### src/design/nlcc_pkg.sv
package nlcc_pkg;

  localparam int unsigned LINE_CAPACITY = 96;
  localparam int unsigned LEN_W         = 7;
  localparam int unsigned OUT_TDATA_W   = 24;

  localparam logic [LEN_W-1:0] LEN_LIMIT = LEN_W'(LINE_CAPACITY - 1);

  localparam logic [7:0] CH_DOLLAR = 8'h24;
  localparam logic [7:0] CH_STAR   = 8'h2A;
  localparam logic [7:0] CH_LF     = 8'h0A;
  localparam logic [7:0] CH_CR     = 8'h0D;
  localparam logic [7:0] CH_NUL    = 8'h00;
  localparam logic [7:0] CH_R      = 8'h52;
  localparam logic [7:0] CH_M      = 8'h4D;
  localparam logic [7:0] CH_C      = 8'h43;
  localparam logic [7:0] CH_G      = 8'h47;
  localparam logic [7:0] CH_A      = 8'h41;

  typedef enum logic [1:0] {
    KIND_OTHER = 2'd0,
    KIND_RMC   = 2'd1,
    KIND_GGA   = 2'd2
  } nlcc_kind_t;

  typedef struct packed {
    logic [7:0]       computed_sum;
    logic [LEN_W-1:0] line_length;
    nlcc_kind_t       sentence_kind;
    logic             sentence_ok;
  } nlcc_result_t;

  // Returns {bad, value}; bad is set for anything that is not a hex digit.
  function automatic logic [4:0] hex_value(input logic [7:0] c);
    logic [4:0] r;
    r = 5'h10;
    if (c >= 8'h30 && c <= 8'h39) begin
      r = {1'b0, c[3:0]};
    end else if ((c >= 8'h41 && c <= 8'h46) || (c >= 8'h61 && c <= 8'h66)) begin
      r = {1'b0, c[3:0] + 4'd9};
    end
    return r;
  endfunction

endpackage

### src/design/nlcc_line_state.sv
module nlcc_line_state (
  input  logic                  clk,
  input  logic                  rst,
  input  logic                  advance,
  input  logic [7:0]            in_byte,
  output logic                  res_valid,
  output nlcc_pkg::nlcc_result_t res
);
  import nlcc_pkg::*;

  logic [LEN_W-1:0] byte_count, byte_count_next;
  logic             starts_with_dollar, starts_with_dollar_next;
  logic             star_found, star_found_next;
  logic [LEN_W-1:0] star_index, star_index_next;
  logic [7:0]       running_xor, running_xor_next;
  logic [7:0]       first_hex_char, first_hex_char_next;
  logic [7:0]       second_hex_char, second_hex_char_next;
  logic [15:0]      recent_chars, recent_chars_next;
  logic             rmc_found, rmc_found_next;
  logic             gga_found, gga_found_next;
  logic             text_ended, text_ended_next;

  logic       is_term;
  logic       clear;
  logic [4:0] hi, lo;
  logic [LEN_W:0] star_pos3, star_pos1, star_pos2, count_ext;
  logic       ok;

  assign is_term   = (in_byte == CH_LF) || (in_byte == CH_CR);
  assign hi        = hex_value(first_hex_char);
  assign lo        = hex_value(second_hex_char);
  assign count_ext = {1'b0, byte_count};
  assign star_pos1 = {1'b0, star_index} + (LEN_W+1)'(1);
  assign star_pos2 = {1'b0, star_index} + (LEN_W+1)'(2);
  assign star_pos3 = {1'b0, star_index} + (LEN_W+1)'(3);

  assign ok = (byte_count >= LEN_W'(4)) && starts_with_dollar && star_found &&
              (star_pos3 <= count_ext) && !hi[4] && !lo[4] &&
              (running_xor == {hi[3:0], lo[3:0]});

  assign res_valid = advance && is_term && (byte_count != '0);

  always_comb begin
    res.sentence_ok   = ok;
    res.sentence_kind = KIND_OTHER;
    if (ok && rmc_found) begin
      res.sentence_kind = KIND_RMC;
    end else if (ok && gga_found) begin
      res.sentence_kind = KIND_GGA;
    end
    res.line_length  = byte_count;
    res.computed_sum = running_xor;
  end

  always_comb begin
    byte_count_next         = byte_count;
    starts_with_dollar_next = starts_with_dollar;
    star_found_next         = star_found;
    star_index_next         = star_index;
    running_xor_next        = running_xor;
    first_hex_char_next     = first_hex_char;
    second_hex_char_next    = second_hex_char;
    recent_chars_next       = recent_chars;
    rmc_found_next          = rmc_found;
    gga_found_next          = gga_found;
    text_ended_next         = text_ended;
    // A terminator or an overflow clears the line state.
    clear = is_term || (byte_count >= LEN_LIMIT);

    if (!clear) begin
      if (byte_count == '0) begin
        starts_with_dollar_next = (in_byte == CH_DOLLAR);
      end
      if (!star_found) begin
        if (in_byte == CH_STAR) begin
          star_found_next = 1'b1;
          star_index_next = byte_count;
        end else if (byte_count != '0) begin
          running_xor_next = running_xor ^ in_byte;
        end
      end else begin
        if (count_ext == star_pos1) first_hex_char_next  = in_byte;
        if (count_ext == star_pos2) second_hex_char_next = in_byte;
      end
      if (!text_ended) begin
        if (in_byte == CH_STAR || in_byte == CH_NUL) begin
          text_ended_next = 1'b1;
        end else begin
          if (recent_chars == {CH_R, CH_M} && in_byte == CH_C) rmc_found_next = 1'b1;
          if (recent_chars == {CH_G, CH_G} && in_byte == CH_A) gga_found_next = 1'b1;
          recent_chars_next = {recent_chars[7:0], in_byte};
        end
      end
      byte_count_next = byte_count + LEN_W'(1);
    end
  end

  always_ff @(posedge clk) begin
    if (rst || (advance && clear)) begin
      byte_count         <= '0;
      starts_with_dollar <= 1'b0;
      star_found         <= 1'b0;
      star_index         <= '0;
      running_xor        <= '0;
      first_hex_char     <= '0;
      second_hex_char    <= '0;
      recent_chars       <= '0;
      rmc_found          <= 1'b0;
      gga_found          <= 1'b0;
      text_ended         <= 1'b0;
    end else if (advance) begin
      byte_count         <= byte_count_next;
      starts_with_dollar <= starts_with_dollar_next;
      star_found         <= star_found_next;
      star_index         <= star_index_next;
      running_xor        <= running_xor_next;
      first_hex_char     <= first_hex_char_next;
      second_hex_char    <= second_hex_char_next;
      recent_chars       <= recent_chars_next;
      rmc_found          <= rmc_found_next;
      gga_found          <= gga_found_next;
      text_ended         <= text_ended_next;
    end
  end

endmodule

### config.mk
export PLATFORM = sky130hd
export DESIGN_NAME = nlcc_line_state
export DESIGN_NICKNAME = d
export VERILOG_FILES = /design/src/design/nlcc_pkg.sv /design/src/design/nlcc_line_state.sv
export SDC_FILE = /design/constraint.sdc
export NUM_CORES = 1
export LEC_CHECK = 0
export ABC_AREA = 1
export BUFFER_PORTS_ARGS = -buffer_cell sky130_fd_sc_hd__buf_2
export CORE_ASPECT_RATIO = 0.9
export CORE_UTILIZATION = 40
export DETAILED_ROUTE_END_ITERATION = 7
export PLACE_DENSITY = 0.55
export REMOVE_ABC_BUFFERS = 1
export SKIP_LAST_GASP = 1
export SYNTH_ARGS = -nofsm -noshare
export SYNTH_HDL_FRONTEND = slang
export SYNTH_SLANG_ARGS = --single-unit
### constraint.sdc
create_clock -name clk -period 2.9 [get_ports clk]
set_input_delay 0.29 -clock clk [delete_from_list [all_inputs] [get_ports clk]]
set_output_delay 0.29 -clock clk [all_outputs]
set_load 0.03 [all_outputs]
; ---- Word-level counts from Yosys, hierarchy flattened
; Index checks and enable logic that the tools add are counted.
[totals]
elab_cells = 98
ff_bits = 59
input_bits = 11
[classes]
magnitude_cmp = 15
bitwise_logic = 6
n_reduce_logical = 39
n_eq_ne = 11
add_sub_neg = 6
n_mux = 10
[op_table]
columns = operator, count
row1 = $eq 16x15->1 const B, 2
row2 = $ge 8x7->1 const B, 4
row3 = $le 8x7->1 const B, 4
row4 = $mux 5, 4
row5 = $logic_and 1x1->1, 19
row6 = $add 7x2->8 const B, 2
row7 = $eq 7x8->1, 2
row8 = $eq 8x4->1 const B, 2
row9 = $eq 8x6->1 const B, 2
row10 = $eq 8x7->1 const B, 2
row11 = $ge 8x6->1 const B, 2
row12 = $le 8x6->1 const B, 2
row13 = $reduce_and 4->1, 4
row14 = $reduce_and 5->1, 3
row15 = $add 4x4->4 const B, 2
row16 = $add 7x1->8 const B, 1
row17 = $eq 8x8->1, 1
row18 = $le 8x7->1, 1
row19 = $logic_not 8->1, 1
row20 = $xor 8x8->8, 1
row21 = $add 7x1->7 const B, 1
row22 = $ge 7x3->1 const B, 1
row23 = $ge 7x7->1 const B, 1
row24 = $logic_not 7->1, 1
row25 = 8 further kinds, 22

; ---- Logic depth before layout (Yosys ltp)
; Gate-level depths: netlist of the first run.
[depth]
ltp_word = 12
depth_mapped = 19
ltp_nobuf = 18

; ---- Worst setup path after synthesis of the first run
; Ideal clock, no wire load.
[synth_path]
kind = register -> output
from = register star_index[1]
to = output res[1] in the netlist's numbering
required_ns = 2.610
stages_incl_launch_ff = 18
arrival_time_ns = 2.533
path_slack_ns = 0.077
cell_sequence = dfxtp_1 -> ha_1 -> inv_1 -> nand2_1 -> nand2_1 -> xnor2_1 -> ha_1 -> nand2_1 -> nor2_1 -> nand2_1 -> nand3_1 -> nand2_1 -> nand2_1 -> nand2_1 -> nand2_1 -> nor2_1 -> nand3_1 -> nor3_1
[synth_rtl]
columns = item, line_no
row1 = start: declaration, nlcc_line_state.sv:14  ; logic [LEN_W-1:0] star_index, star_index_next;
row2 = start signal: assignment, nlcc_line_state.sv:115  ; star_index <= star_index_next;
row3 = end: declaration, nlcc_line_state.sv:7  ; output nlcc_pkg::nlcc_result_t res

==> metrics.yaml, run 1 <==
status: "finished with violations"
violations: "negative setup slack"
clk_path_buf_depth: 2
track_usage_pct: 21.8
cts-root-buf: "clkbuf_8"
synthDistinctLibCells: 38
path_class: "flip-flop to primary output"
io_buffers: 29
clock_skew_ns: 0.00718
syn_avg_cell_area_um2: 6.58
cts_hold_buffers: 0
netlist_area_um2: 3800
grt_pass1_vias: 3411
slew_viol_final: 0
met1_length_um: 5150
clockPowerShare_pct: 45.3
fp.dieW_um: 105
fin_crit_ns: 2.91
nets: 642
dieArea_um2: 9880
ys_top_cells_by_count: "nand2_1, nor2_1, inv_1"
grt_max_degree: 42
highest_layer: "met4"
clock_latency_ns: 0.34
p_int_mw: 1.46
dr.pass1.iters: 4
relSlewSlack_pct: 70.1
fp.coreArea_um2: 9170
drtIter0Drc: 252
gp_congestion: 0.890
dp_slack_ns: 0.184
die_h_um: 94.4
finalHoldViolCount: 0
grt_pass1_wl_um: 16700
synth_most_common_cell: "nand2_1"
antenna_found_initial: 0
swShare_pct: 25.7
cts.htree.levels: 3
crit_required_ns: 2.61
antenna_left: 0
num_io_pins: 30
finalPower_mw: 1.96
worst_setup_path_end_kind: "primary output"
synth_cells: 577
yosys_warnings: 0
drc: 0
fin_cells: 739
worst-slew-pin-transition_ns: 0.447
ys_ff_latch: 59
fmax_mhz: 344
synth_top_cell_area_share_pct: 31.1
crit_arrival_ns: 2.62
setup_viol: 1
routed_wl_um: 10100
wl_met3_um: 493
initial_core_util_pct: 41.4
hold_class: "primary input to flip-flop"
num_antenna_cells: 0
drive_above_1_share_pct: 15.9
synthToLayoutAreaGrowth_pct: 15.5
startpoint_type: "flip-flop"
numCtsBuffers: 9
synth_ff_type: "dfxtp_1"
vias: 3693
grt-ovfl-total: 0
ys_seq_area_share_pct: 31.1
yosysTopAreaCell: "dfxtp_1"
clkTransAtPathRegs_ns: 0.06
maxCapViolCount: 0
dp_hpwl_um: 7550
p_seq_share_pct: 43.8
p_sw_uw: 505
synth_edf_count: 0
rsz0062_at_grt: "yes"
clock-sinks: 59
vdd_drop_max_mv: 0.311
crit_fanout: 3
viasPerCell: 5.00
utilization_pct: 47.8
rows: 33
tns_ns: -0.0107
powerDensity_nw_per_um2: 447
min_period_over_period_pct: 100
power_frac_comb_pct: 10.8
met2_length_um: 4310
leakagePower_nw: 1.96
cts_tree: "yes"
layout_setup_ws_ns: -0.0107
placed_cells: 720
async_flop_share_pct: 0
synthTopCellsByArea: "dfxtp_1, nand2_1, nor2_1"
fillerInstances: 979
drt-wirelength-per-cell_um: 13.7
-- final timing paths --
check                     start            endpoint  slack, ns  depth (start not counted)
max               star_index[1]              res[2]      -0.01                         17
min                     advance       byte_count[0]       0.24                          3
max reg2reg       star_index[1]   first_hex_char[3]       0.68                         13
min reg2reg  starts_with_dollar  starts_with_dollar       0.47                          2
-- cell families (layout without fill, tap and decap cells) --
group	after synthesis	after routing	synth area share [%]
and+or+nand+nor	313	313	37.3
buffers and inverters	90	130	10.2
AOI/OAI and AO/OA	76	76	10.5
DFF	59	59	31.1
xor gates and xnor gates	20	20	4.61
adders and majority gates	19	19	6.26
-- final cells by class --
class	instances	area (um2)	area share, %
Timing Repair Buffer	38	220	5.02
Clock inverter	3	68.8	1.57
Clock buffer	13	169	3.85
Sequential cell	59	1190	27.1
Multi-Input combinational cell	428	2300	52.4
Inverter	76	289	6.59
Tap cell	122	153	3.48
-- power by group through the flow --
stage,Clock (mW),Combinational [mW],Sequential (mW)
6_report,0.890,0.212,0.860
5_1_grt,0.941,0.240,0.864
4_1_cts,0.907,0.210,0.861
3_5_place_dp,0,0.207,0.880
3_3_place_gp,0,0.206,0.880
2_1_floorplan,0,0.121,0.893
-- metal layers --
metal / track usage (%) / up-vias
li1: - / 1921
met1: 30.1 / 1672
met2: 34.4 / 88
met3: 5.04 / 12
met4: 5.28 / 0
met5: 0 / -
-- state kept, by name, indices dropped and copies added (netlist names) --
register	flops
byte_count	7
first_hex_char	8
gga_found	1
recent_chars	16
rmc_found	1
running_xor	8
second_hex_char	8
star_found	1
star_index	7
starts_with_dollar	1
text_ended	1
-- cell usage in the layout (no fill, tap or decap), drive strengths merged --
cell type	n
nor2	94
ha	19
nor4	4
a21oi	34
xor2	14
nor3	17
or2	3
nand4	11
nand3b	2
o21ai	39
inv	75
bufinv	2
buf	38
nand3	45
clkinv	2
xnor2	6
clkbuf	13
a211oi	1
a21o	1
o22ai	1
dfxtp	59
nand2	137
-- metrics by stage --
| step | hold slack, ns | cell area, um2 |
|---|---|---|
| after CTS | 0.225 | 4320 |
| after floorplan | 0.425 | 3700 |
| after detailed placement | 0.463 | 4040 |
| final | 0.240 | 4390 |
| after global routing | 0.242 | 4390 |
| after global placement | 0.451 | 4040 |
-- worst max-delay path: stages (launching register included) --
cell,delay [ns]
dfxtp_4,0.36
inv_4,0.07
ha_4,0.12
nand2_2,0.04
nand2_2,0.09
nand2_2,0.07
xnor2_2,0.13
ha_1,0.33
a21oi_1,0.16
nand3_1,0.10
nand2_1,0.07
nand2_1,0.05
nand2_1,0.06
nand2_1,0.06
nor2_2,0.11
nand3_2,0.12
nor3_2,0.16
buf_4,0.18
-- repair_timing --
item | in CTS | in global routing
setup buffers | 0 | 3
endpoints found under the setup margin | 3 | 3
pin swaps | 1 | 18
gates resized for setup | 12 | 17
Power figures use the tool's default switching activity.
==> inputs of run 2 (changes only) <==
- CORE_UTILIZATION: 40 -> 60
- PLACE_DENSITY: 0.55 -> 0.78
==> metrics.yaml, run 2 (same netlist as run 1, synthesis figures left out) <==
status: "finished with violations"
violations: "negative setup slack"
path_class: "flip-flop to primary output"
fmax_mhz: 344
layout_commonest_cell: "nand2_1"
nets: 640
regToRegSetupSlack_ns: 0.67
num_antenna_cells: 0
reg2regPathDepth: 12
num_io_pins: 30
fin_cells: 702
critical_path_buf_inv_count: 2
crit_slowest_cell: "dfxtp_4"
io_buffers: 29
crit_arrival_ns: 2.61
holdPathStages: 4
layout_common_cells: "nand2_1, nor2_1, inv_1, dfxtp_1, nand3_1"
cts-root-buf: "clkbuf_8"
antenna_found_initial: 0
initial_core_util_pct: 62.1
crit_fanout: 3
dieArea_um2: 6650
leakagePower_nw: 1.94
track_usage_pct: 30.8
drt-wirelength-per-cell_um: 13.6
gp_congestion: 0.909
grt_max_degree: 37
crit_required_ns: 2.61
grt_pass1_vias: 3330
layout_setup_ws_ns: -0.00370
setup_viol: 1
drtIter0Drc: 278
maxCapViolCount: 0
worst_setup_path_end_kind: "primary output"
relSlewSlack_pct: 71.0
vdd_drop_max_mv: 0.468
routed_wl_um: 9550
antenna_left: 0
die_h_um: 77.5
largest_reg_flops: 16
utilization_pct: 70.2
cts.htree.levels: 3
max_stage_delay_ns: 0.36
viasPerCell: 5.34
rows: 27
rsz0062_at_grt: "yes"
placed_cells: 685
worst-slew-pin-transition_ns: 0.431
cts_tree: "yes"
numCtsBuffers: 9
startpoint_type: "flip-flop"
dr.pass1.iters: 5
min_period_over_period_pct: 100
critPathTopFamily: "simple AND/OR/NAND/NOR gates"
vias: 3749
regMostFlops: "recent_chars"
hold_class: "primary input to flip-flop"
cts_hold_buffers: 0
clock_latency_ns: 0.35
clkTransAtPathRegs_ns: 0.08
clock-sinks: 59
crit_top_cell: "nand2_1"
finalHoldViolCount: 0
drc: 0
crit_chain: "inv_4 -> ha_4 -> nand2_2 -> nand2_4 -> nand2_4 -> xnor2_2 -> ha_1 -> nand2_2 -> nor2_2 -> nand2_1 -> nand3_1 -> nand2_1 -> nand2_1 -> nand2_1 -> nand2_1 -> nor2_2 -> nand3_2 -> nor3_2 -> buf_4"
grt_pass1_wl_um: 15800
fin_crit_ns: 2.90
fp.coreArea_um2: 6110
cp_num_cells: 19
dp_hpwl_um: 7150
drive_above_1_share_pct: 15.3
grt-ovfl-total: 0
synthToLayoutAreaGrowth_pct: 13.2
powerDensity_nw_per_um2: 425
clk_path_buf_depth: 2
fp.dieW_um: 85.8
clock_skew_ns: 0.0121
slew_viol_final: 0
==> run 2: changes by cell type in the layout (fill, tap and decap cells not counted), sizes merged <==
| cell | previous run | this run |
|---|---|---|
| bufinv | 2 | 1 |
| buf | 38 | 36 |
| clkinv | 2 | 4 |
| clkbuf | 13 | 11 |
| clkinvlp | 0 | 1 |
==> run 2: path summary, 6_finish.rpt <==
check | from | to
worst min-delay path | rst | byte_count[5]
worst max-delay path | star_index[1] | res[2]
worst min register to register | recent_chars[15] | recent_chars[15]
worst max register to register | star_index[1] | first_hex_char[6]
==> run 2: cell type report <==
cell class | count | area (um2)
tap | 87 | 109
fill | 550 | 1820
inverter | 76 | 289
timing repair buffer | 36 | 205
sequential | 59 | 1190
multi-input combinational | 428 | 2310
clock inverter | 5 | 63.8
clock buffer | 11 | 131
==> run 2: layer usage <==
layer | share of wire [%] | track usage (%) | routed length [um]
met1 | 49 | 46.2 | 4720
met2 | 43 | 44.1 | 4080
met3 | 6.3 | 6.91 | 601
met4 | 1.5 | 8.33 | 141
met5 | 0 | 0 | 0
==> run 2: worst register-to-register path: stages (launching register included) <==
cell and delay [ns]:
dfxtp_4 0.38, inv_4 0.05, ha_2 0.31, inv_1 0.04, ha_1 0.32, nor2_1 0.12, nand2_1 0.06, a21oi_1 0.11
nand3_1 0.16, nor2_2 0.17, nand3_4 0.15, o21ai_0 0.21, nor2_1 0.05
==> run 2: power by group <==
part           switching [mW]  total (mW)  internal (mW)
combinational           0.147       0.211         0.0645
clock                   0.352       0.753          0.401
sequential             0.0243       0.859          0.835
==> run 2: through the flow <==
| stage | power [mW] | hold WS (ns) | setup WS (ns) | area, um2 | TNS, ns |
|---|---|---|---|---|---|
| floorplan | 1.01 | 0.425 | 0.0474 | 3700 | 0 |
| global placement | 1.08 | 0.439 | 0.358 | 4000 | 0 |
| detailed placement | 1.09 | 0.448 | 0.298 | 4000 | 0 |
| CTS | 1.83 | 0.204 | 0.00569 | 4210 | 0 |
| global route | 1.89 | 0.230 | -0.193 | 4300 | -0.449 |
| finish | 1.82 | 0.216 | -0.00370 | 4300 | -0.00370 |
==> run 2: repair_timing <==
action / CTS / global route
pin swaps: 1 / 2
endpoints found under the hold margin: 0 / 0
setup buffers: 0 / 1
endpoints found under the setup margin: 3 / 3
resized for setup: 7 / 23
==> inputs of run 3 (changes only) <==
- clock period: 2.9 -> 3.3 ns (I/O delays scaled with it)
==> metrics.yaml, run 3 (same netlist as run 1, synthesis figures left out) <==
clock_latency_ns: 0.34
drt-wirelength-per-cell_um: 13.6
maxCapViolCount: 0
num_antenna_cells: 0
min-delay-start: "advance"
viasPerCell: 5.35
antenna_found_initial: 0
power_frac_comb_pct: 10.7
critPathLaunch: "star_index[1]"
io_buffers: 29
slew_viol_final: 0
dr.pass1.iters: 6
whs_ns: 0.272
fmax_mhz: 327
crit_top_cell: "nand2_1"
path_class: "flip-flop to primary output"
crit_chain: "inv_1 -> ha_1 -> nand2_1 -> nand2_1 -> nand2_1 -> xnor2_1 -> ha_1 -> nand2_1 -> nor2_1 -> nand2_1 -> nand3_1 -> nand2_1 -> nand2_1 -> nand2_1 -> nand2_1 -> nor2_1 -> nand3_1 -> nor3_1 -> buf_4"
cts_tree: "yes"
crit_fanout: 8
cts.htree.levels: 3
vias: 3732
die_h_um: 77.5
max_stage_delay_ns: 0.38
dp_slack_ns: 0.445
p_sw_uw: 449
fin_area_um2: 4200
relSlewSlack_pct: 70.9
worst_setup_path_end_kind: "primary output"
drtIter0Drc: 225
routed_wl_um: 9480
vdd_drop_max_mv: 0.240
hold_class: "primary input to flip-flop"
leakagePower_nw: 1.90
dp_hpwl_um: 7010
num_io_pins: 30
numCtsBuffers: 9
fillerInstances: 576
r2r_end: "first_hex_char[4]"
antenna_left: 0
swShare_pct: 26.7
crit_arrival_ns: 2.73
layout_setup_ws_ns: 0.243
rsz0062_at_grt: "yes"
cts_hold_buffers: 0
regToRegSetupSlack_ns: 1.12
p_int_mw: 1.23
clock-sinks: 59
critical_path_buf_inv_count: 2
cts-root-buf: "clkbuf_8"
finalHoldViolCount: 0
min_to: "byte_count[0]"
largest_reg_flops: 16
initial_core_util_pct: 62.1
synthToLayoutAreaGrowth_pct: 10.6
p_seq_share_pct: 44.9
track_usage_pct: 30.5
clk_path_buf_depth: 2
fp.dieW_um: 85.8
grt-ovfl-total: 0
multi_input_area_um2: 2230
critPathTopFamily: "simple AND/OR/NAND/NOR gates"
min_period_over_period_pct: 92.6
place_area_um2: 3970
holdPathStages: 3
layout_common_cells: "nand2_1, nor2_1, inv_1, dfxtp_1, nand3_1"
grt_max_degree: 37
clock_skew_ns: 0.00681
reg2regPathDepth: 12
fin_crit_ns: 3.06
rows: 27
layout_commonest_cell: "nand2_1"
startpoint_type: "flip-flop"
setup_viol: 0
status: "finished clean"
powerDensity_nw_per_um2: 401
drc: 0
r2r-start: "star_index[1]"
gp_congestion: 0.974
worst-slew-pin-transition_ns: 0.434
crit_slowest_cell: "dfxtp_4"
fp.coreArea_um2: 6110
clockPowerShare_pct: 44.4
crit_required_ns: 2.97
grt_pass1_vias: 3387
grt_pass1_wl_um: 15900
regMostFlops: "recent_chars"
register_area_um2: 1190
nets: 635
dieArea_um2: 6650
drive_above_1_share_pct: 12.0
clkTransAtPathRegs_ns: 0.07
run 3: worst max-delay path by stage:
| stage | end | slack, ns | cells past startpoint |
|---|---|---|---|
| after floorplan | res[1] | 0.41 | 17 |
| after CTS | res[1] | 0.07 | 18 |
| after detailed placement | res[1] | 0.45 | 18 |
| after global placement | res[2] | 0.55 | 18 |
| after global routing | res[2] | -0.004 | 19 |
| final | res[1] | 0.24 | 19 |
run 3: power groups by stage:
stage	registers (mW)	logic, mW	clock network, mW
4_1_cts	0.756	0.179	0.755
6_report	0.756	0.180	0.748
5_1_grt	0.758	0.202	0.782
2_1_floorplan	0.785	0.106	0
3_3_place_gp	0.772	0.174	0
3_5_place_dp	0.773	0.178	0
run 3: cell type report:
type	instances	area share, %
multi-input combinational	428	53.1
sequential	59	28.3
inverter	76	6.82
timing repair buffer	31	3.93
clock buffer	12	3.46
tap	87	2.59
clock inverter	4	1.76
run 3: what timing repair did:
item,4_1_cts,5_1_grt
gates resized for setup,0,7
endpoints found under the setup margin,0,3
buffers inserted,0,0
run 3: tightest hold or removal path: cells and delay by family:
| family | cells | cell delay, ns |
|---|---|---|
| AO/OA/AOI/OAI | 1 | 0.05 |
| AND/OR/NAND/NOR | 1 | 0.06 |
| buffers and inverters | 1 | 0.13 |
run 3: stage by stage:
stage                     std cells  TNS [ns]  total power [mW]  utilization, %
after floorplan                 563         0             0.891               -
after global placement          681         0             0.946            64.8
after detailed placement        681         0             0.950            64.8
after CTS                       697         0              1.69            68.4
after global routing            697  -0.00369              1.74            68.7
final                           697         0              1.68            68.7
run 3: routing by layer:
| metal | GRT usage (%) | routed length, um | vias to the layer above |
|---|---|---|---|
| li1 | - | - | 1909 |
| met1 | 43.6 | 4690 | 1704 |
| met2 | 46.3 | 4120 | 108 |
| met3 | 6.28 | 541 | 11 |
| met4 | 8.83 | 131 | 0 |
| met5 | 0 | 0 | - |
